--- src/hdl/gcm_pkg.sv ---
// Package for the gradient colour mapper: widths, register indexes,
// stop word field helpers and the divider interface structs.
// No dependencies; used by gcm_divider and gradient_color_mapper.
`timescale 1ns / 1ps
`default_nettype none

package gcm_pkg;

    localparam int MAX_STOPS     = 7;
    localparam int NUM_STOP_REGS = 7;
    localparam int SEG_COUNT     = MAX_STOPS - 1;

    localparam int CFG_INDEX_W = 3;
    localparam int CFG_DATA_W  = 64;
    localparam int COUNT_W     = 3;
    localparam int STOP_SEL_W  = $clog2(NUM_STOP_REGS);

    localparam int POS_W      = 32;
    localparam int CHAN_W     = 8;
    localparam int CHANNELS   = 4;
    localparam int ALPHA_FRAC = 16;
    localparam int ALPHA_W    = ALPHA_FRAC + 1;
    localparam int PROD_W     = CHAN_W + ALPHA_W;
    localparam int DIV_STAGES = ALPHA_W;

    localparam logic [ALPHA_W-1:0] ALPHA_ONE = ALPHA_W'(1) << ALPHA_FRAC;

    // Configuration register indexes.
    localparam logic [CFG_INDEX_W-1:0] REG_STOP_COUNT = CFG_INDEX_W'(0);
    localparam logic [CFG_INDEX_W-1:0] REG_STOP_FIRST = CFG_INDEX_W'(1);

    typedef logic [CFG_DATA_W-1:0] stop_word_t;

    // Channel 3 is red, 2 green, 1 blue, 0 opacity, as packed in a stop word.
    typedef logic [CHANNELS-1:0][CHAN_W-1:0] colour_t;

    typedef struct packed {
        logic             valid;
        logic [POS_W-1:0] numerator;
        logic [POS_W-1:0] divisor;
        colour_t          lo_colour;
        colour_t          hi_colour;
    } div_in_t;

    typedef struct packed {
        logic               valid;
        logic [ALPHA_W-1:0] quotient;
        colour_t            lo_colour;
        colour_t            hi_colour;
    } div_out_t;

    function automatic logic signed [POS_W-1:0] stop_position(input stop_word_t word);
        stop_position = signed'(word[CFG_DATA_W-1 -: POS_W]);
    endfunction

    function automatic colour_t stop_colour(input stop_word_t word);
        stop_colour = colour_t'(word[CHANNELS*CHAN_W-1:0]);
    endfunction

endpackage

`default_nettype wire

--- src/hdl/gcm_divider.sv ---
// Pipelined restoring divider producing the UQ1.16 blend fraction,
// one quotient bit per stage, with the stop colours carried alongside.
// Depends on gcm_pkg.
`timescale 1ns / 1ps
`default_nettype none

module gcm_divider (
    input  wire logic             clk,
    input  wire logic             rst_n,
    input  wire logic             advance,
    input  wire gcm_pkg::div_in_t div_in,
    output gcm_pkg::div_out_t     div_out
);

    localparam int STAGES = gcm_pkg::DIV_STAGES;
    localparam int W      = gcm_pkg::POS_W;
    localparam int QW     = gcm_pkg::ALPHA_W;

    logic [STAGES-1:0]   valid_reg;
    logic [W-1:0]        rem_reg     [STAGES];
    logic [W-1:0]        rem_next    [STAGES];
    logic [W-1:0]        span_reg    [STAGES];
    logic [QW-1:0]       quot_reg    [STAGES];
    logic [QW-1:0]       quot_next   [STAGES];
    gcm_pkg::colour_t    lo_reg      [STAGES];
    gcm_pkg::colour_t    hi_reg      [STAGES];
    logic [W:0]          shifted     [STAGES];
    logic [W:0]          diff        [STAGES];
    logic [STAGES-1:0]   take;

    // The numerator never exceeds the divisor, so the top quotient bit is a
    // single compare and every later remainder stays below the divisor.
    always_comb
    begin
        for (int k = 0; k < STAGES; k++)
        begin
            if (k == 0)
            begin
                shifted[k] = {1'b0, div_in.numerator};
                diff[k]    = shifted[k] - {1'b0, div_in.divisor};
                take[k]    = (shifted[k] >= {1'b0, div_in.divisor});
                quot_next[k] = QW'(take[k]);
            end
            else
            begin
                shifted[k] = {rem_reg[k-1], 1'b0};
                diff[k]    = shifted[k] - {1'b0, span_reg[k-1]};
                take[k]    = (shifted[k] >= {1'b0, span_reg[k-1]});
                quot_next[k] = {quot_reg[k-1][QW-2:0], take[k]};
            end
            rem_next[k] = take[k] ? diff[k][W-1:0] : shifted[k][W-1:0];
        end
    end

    always_ff @(posedge clk or negedge rst_n)
    begin
        if (!rst_n)
        begin
            valid_reg <= '0;
        end
        else if (advance)
        begin
            valid_reg <= {valid_reg[STAGES-2:0], div_in.valid};
        end
    end

    always_ff @(posedge clk)
    begin
        if (advance)
        begin
            for (int k = 0; k < STAGES; k++)
            begin
                rem_reg[k]  <= rem_next[k];
                quot_reg[k] <= quot_next[k];
                if (k == 0)
                begin
                    span_reg[k] <= div_in.divisor;
                    lo_reg[k]   <= div_in.lo_colour;
                    hi_reg[k]   <= div_in.hi_colour;
                end
                else
                begin
                    span_reg[k] <= span_reg[k-1];
                    lo_reg[k]   <= lo_reg[k-1];
                    hi_reg[k]   <= hi_reg[k-1];
                end
            end
        end
    end

    assign div_out.valid     = valid_reg[STAGES-1];
    assign div_out.quotient  = quot_reg[STAGES-1];
    assign div_out.lo_colour = lo_reg[STAGES-1];
    assign div_out.hi_colour = hi_reg[STAGES-1];

    a_quot_bound: assert property (@(posedge clk) disable iff (!rst_n)
        valid_reg[STAGES-1] && quot_reg[STAGES-1][QW-1]
            |-> quot_reg[STAGES-1][QW-2:0] == '0)
        else $error("blend fraction above one");

    a_rem_bound: assert property (@(posedge clk) disable iff (!rst_n)
        valid_reg[STAGES-1] |-> rem_reg[STAGES-1] < span_reg[STAGES-1])
        else $error("divider remainder not below divisor");

    a_stall_hold: assert property (@(posedge clk) disable iff (!rst_n)
        !advance |=> $stable(valid_reg))
        else $error("divider valid bits moved during a stall");

endmodule

`default_nettype wire

--- config.mk ---
export PLATFORM = sky130hd
export DESIGN_NAME = gcm_divider
export DESIGN_NICKNAME = d
export VERILOG_FILES = /design/src/hdl/gcm_pkg.sv /design/src/hdl/gcm_divider.sv
export SDC_FILE = /design/constraint.sdc
export NUM_CORES = 2
export LEC_CHECK = 0
export ABC_AREA = 1
export BUFFER_PORTS_ARGS = -buffer_cell sky130_fd_sc_hd__buf_4
export CAP_MARGIN = 20
export CORE_UTILIZATION = 59
export CTS_CLUSTER_SIZE = 20
export DETAILED_ROUTE_END_ITERATION = 10
export PLACE_DENSITY = 0.8
export SYNTH_ARGS = -nofsm -noshare
export SYNTH_HDL_FRONTEND = slang
export SYNTH_SLANG_ARGS = --single-unit
--- constraint.sdc ---
create_clock -name clk -period 3.5 [get_ports clk]
set_input_delay 0.35 -clock clk [delete_from_list [all_inputs] [get_ports clk]]
set_output_delay 0.35 -clock clk [all_outputs]
set_load 0.01 [all_outputs]
Word level (Yosys, flattened, before mapping) --
Memories as Yosys holds them, arrays and structs flattened. Cells that the tools add are included.
Operators by class: add/subtract/negate cells 17, $lt $le $gt $ge 17, mux-type cells 19
Operators by type and width (count):
- $mux W32 | 17
- $sub A32 B32 Y32 | 17
- $ge A33 B32 Y1 | 16
- $ge A32 B32 Y1 | 1
- $mux W1 | 2
Word-level totals: register bits 17, memory bits (writable) 2465, bits of input ports 132, output and inout bits 82, memories 5
Memories:
- hi_reg | words 17, bits a word 32, read ports 17, clocked after memory_dff 0, wr ports 17, RTL line gcm_divider.sv:26 | gcm_pkg::colour_t hi_reg [STAGES];
- lo_reg | words 17, bits a word 32, read ports 17, clocked after memory_dff 0, wr ports 17, RTL line gcm_divider.sv:25 | gcm_pkg::colour_t lo_reg [STAGES];
- rem_reg | words 17, bits a word 32, read ports 16, clocked after memory_dff 0, wr ports 17, RTL line gcm_divider.sv:20 | logic [W-1:0] rem_reg [STAGES];
- span_reg | words 17, bits a word 32, read ports 16, clocked after memory_dff 0, wr ports 17, RTL line gcm_divider.sv:22 | logic [W-1:0] span_reg [STAGES];
- quot_reg | words 17, bits a word 17, read ports 17, clocked after memory_dff 0, wr ports 17, RTL line gcm_divider.sv:23 | logic [QW-1:0] quot_reg [STAGES];

Longest topological paths before layout --
An unclocked memory read counts as a cell.
depth after elaboration 3, depth in mapped cells 17, depth with buffers taken out 15

Worst setup path before layout --
OpenSTA, ideal clock, no wires.
path type input-to-reg, from input div_in[96] (netlist bit), to memory rem_reg[0][31] (netlist bit) (data pin), arrival 1.851 ns, required time 3.247 ns, path slack 1.396 ns, stages 14, cells stage by stage inv_1 ha_1 fa_1 nor2_1 o21ai_1 nand2_1 nand2_1 nand3_1 nand2_2 nand2_4 inv_4 buf_6 nand2_1 nand2_1
RTL lines:
- start: declaration | RTL line gcm_divider.sv:11 | input wire gcm_pkg::div_in_t div_in,
- end: declaration | RTL line gcm_divider.sv:20

==> flow_results.org <==
** Place
- HPWL after DPL :: approximately 230000 um
- Cell count after placement :: between 15k and 20k
- Routability-driven placement finished with a final weighted congestion of approximately 1.
- Port buffering added around 210 buffers.

** Yosys
- EDFF count, synth :: approximately 2.3k
- Of all cell types, the one taking the most synthesized area is edfxtp_1.
- The mapped netlist covers ~120000 um^2.
- Share of the yosys chip area belonging to registers :: 0.5707
- Synthesis produced a netlist with a net count of between 10k and 15k.
- Yosys mapped the design onto 43 distinct sky130hd cell types.
- For this run, the leading register cell type out of synthesis is edfxtp_1.
- In the post-synthesis netlist, the biggest area contributors are edfxtp_1, nand2_1, inv_1, ha_1, nand3_1.
- Synthesized area divided by synthesized cell count :: 9.275 um^2
- Synth Instances :: around 13k
- Share of flip-flops with an asynchronous set or reset after synthesis :: 0.007450
- The share of synthesized area in the top cell type comes to 0.5671.
- Count of warnings emitted by yosys :: 0
- After synthesis the netlist holds a flip-flop and latch count of 2282.

** CTS
- Post-CTS setup buffer count :: 0
- The H-tree generated during clock tree synthesis spans 4 levels.
- The clock passes through at most 3 buffers.
- Clock tree synthesis selected as its root buffer the cell clkbuf_16.
- Clock tree synthesis found a total of ~2.3k sinks.
- TritonCTS built the clock tree.
- Insertion delay of the later-clocked pin in the worst-skew pair :: about 0.9 ns
- After clock tree synthesis, the repair step resized 0 gates.
- Clock tree synthesis inserted a total of approximately 230 buffers.
- Reg clk slew, reported paths :: around 0.06 ns

** Drt
- Number of remaining DRC errors :: 4
- The detail route stage leaves a number of antenna-violating nets equal to 0.
- In the final routed layout, each cell accounts on average for 18.50 um.
- Starting DRC count in detailed routing :: ~8.5k
- After detailed routing, the total wire length is about 300000 um.
- The pre-antenna-repair detailed-routing pass consisted of 11 iterations.
- Via-to-Cell Ratio :: around 5.2
- For this block, the via count after detailed routing is around 85k.

** Floorplanning
- The initial utilization of the core area, before any placement, comes to 0.5934.
- Count of standard-cell rows :: roughly 170
- Number of top-level pins :: approximately 210
- The floorplan step defined a die boundary enclosing ~210000 um^2.
- The total area inside the core boundary comes to approximately 200000 um^2.
- In this run the horizontal extent of the chip is about 450 um.
- Measured along the y axis, the die boundary spans between 400 and 500 um.

** Final layout
- Post-synthesis to final-layout area growth :: 11.17%
- Most common cell after layout, fill and taps aside :: nand2_1
- Commonest cells after routing, fill and taps aside :: nand2_1, inv_1, edfxtp_1
- Of the cells placed in the final design, the portion with a size suffix greater than 1 is 0.07530.
- For this run, the post-layout net count is 14.08k.
- Final core utilization :: 0.6596
- Leaving out filler cells and counting taps, the final layout contains 16.26k.

** Timing
- Final setup violation count :: 0
- For the pin with the worst max-slew slack, the measured transition is 1.000 ns.
- The final-report hold violation count came to 0.
- Slew headroom :: 0.3318
- Setup repair after global routing left no endpoint under its margin.
- The max-slew violation total from the final report is 0.
- Time the worst path needs with I/O delays and setup :: 3.020 ns
- Of the available clock period, the critical path in the final layout requires 0.8627.
- Summed over all failing endpoints, the final setup total negative slack is 0 ns.
- Clock skew on the completed layout was measured at between 0.07 and 0.08 ns.
- Highest achievable clock rate :: 331.2 MHz

** GRT
- Largest net degree at the start of global routing :: around 160
- The via count of the first global-routing pass came to approximately 81k.
- The first global-routing pass estimated ~460000 um of wire.
- Total congestion overflow :: 0
- The number of antenna violations at the first check in global routing was 13.
- In the global route stage, overall resource usage came out at 0.2924.

** Run status
- The final reports fail on design-rule violations.
- Status :: finished with violations

** Setup path
- In this run the worst path has a maximum fanout of 33.
- STA classifies the critical path startpoint as a flip-flop.
- STA classifies the critical path endpoint as a flip-flop.
- Start-to-end type of the worst setup path :: flip-flop to flip-flop
- Data required time at the worst endpoint :: roughly 4.1 ns
- Data arrival at the endpoint of the critical path :: ~3.6 ns

** Pwr
- The worst-case IR drop observed on VDD is approximately 650 uV.
- Summed over all cells, the static leakage comes to 63.24 nW.
- Areal power density over the cells :: approximately 810 nW/um^2
- Total power :: approximately 110 mW

** Flow run
- Max-cap violations in this run came to 0.

** Min path
- Worst hold path type :: input port to flip-flop
## cells by family (layout without fill, tap and decap cells)
family / Yosys count / count (layout) / share of synthesized area
compound gates: 418 / 418 / 0.01806
xor+xnor: 225 / 225 / 0.01643
fa+ha+maj: 559 / 559 / 0.05932
buf+inv: 2672 / 3326 / 0.09089
flops: 2282 / 2282 / 0.5707
mux: 1 / 1 / 0.00009389
other cells: 0 / 3 / 0
simple gates: 6774 / 6774 / 0.2445
## repair_timing
item / 4_1_cts / 5_1_grt
setup endpoints to repair: 0 / 0
hold buffers: 132 / 0
hold endpoints to repair: 183 / 0
## through the flow
step | hold slack (ns) | area (um^2) | setup slack [ns]
after floorplan | 0.05441 | 119900 | 1.396
after global placement | 0.2275 | 124300 | 0.5200
after detailed placement | 0.2276 | 124300 | 0.5295
after CTS | 0.1083 | 133300 | 0.5156
after global routing | 0.1331 | 133300 | 0.2827
final | 0.1898 | 133300 | 0.4804
## per-layer routing
layer,vias to the layer above,global-route usage,share of wire
li1,42210,-,-
met3,571,0.04430,0.072
met2,2965,0.4754,0.46
met1,39380,0.3968,0.43
met5,-,0,0.00011
met4,6,0.1119,0.040
## synthesized netlist by cell type (5+ instances only)
master,instances
nor2_4,12
nand2_2,92
nand2_1,4567
nor3_1,113
nor2_2,46
a21oi_1,358
buf_12,7
clkbuf_2,5
a21o_1,12
dfrtp_1,17
nand4_1,48
edfxtp_1,2265
and3_1,5
nand3_1,810
xor2_1,210
buf_2,79
nand2_4,16
o21bai_1,12
nor3_2,15
inv_1,2439
xnor2_1,15
nand2_8,8
o21ai_0,31
nor2_1,602
inv_2,14
or2_2,9
buf_6,43
nand3b_1,155
fa_1,16
nand3_2,143
buf_4,73
and2_1,132
ha_1,543
## final timing paths
path	start	to	slack [ns]	cells past startpoint
worst max-delay path	rem_reg[0][411]	rem_reg[0][417]	0.48	11
max in group asynchronous	rst_n	valid_reg[10]	2.35	3
worst max register to register	rem_reg[0][411]	rem_reg[0][417]	0.48	11
worst min-delay path	div_in[30]	hi_reg[0][30]	0.19	2
worst min register to register	quot_reg[0][240]	quot_reg[0][258]	0.38	0
min in group asynchronous	rst_n	valid_reg[1]	0.65	3
## power breakdown
| group | switching, mW | total, mW | internal, mW |
|---|---|---|---|
| clock | 10.6 | 24.8 | 14.2 |
| combinational | 29.4 | 43.4 | 14.0 |
| sequential | 3.29 | 39.7 | 36.4 |
## worst max-delay path, cell delays in order, from the launching register on
cell,delay (ns)
edfxtp_1,0.41
ha_1,0.37
nand2_2,0.16
inv_2,0.04
a21oi_1,0.18
nor2_1,0.06
nor2_1,0.11
nand2_1,0.10
nor2_4,0.76
nand2_8,0.30
nand2_1,0.13
o21ai_0,0.10
## final cells by class
| cell class | instances | area (um^2) |
|---|---|---|
| Fill cell | 16200 | 68790 |
| Sequential cell | 2282 | 68440 |
| Multi-Input combinational cell | 7977 | 40590 |
| Inverter | 2457 | 9233 |
| Clock buffer | 272 | 5912 |
| Timing Repair Buffer | 446 | 4011 |
| Tap cell | 2672 | 3343 |
| Clock inverter | 151 | 1785 |
| Antenna cell | 3 | 7.507 |
Power figures use the tool's default switching activity.
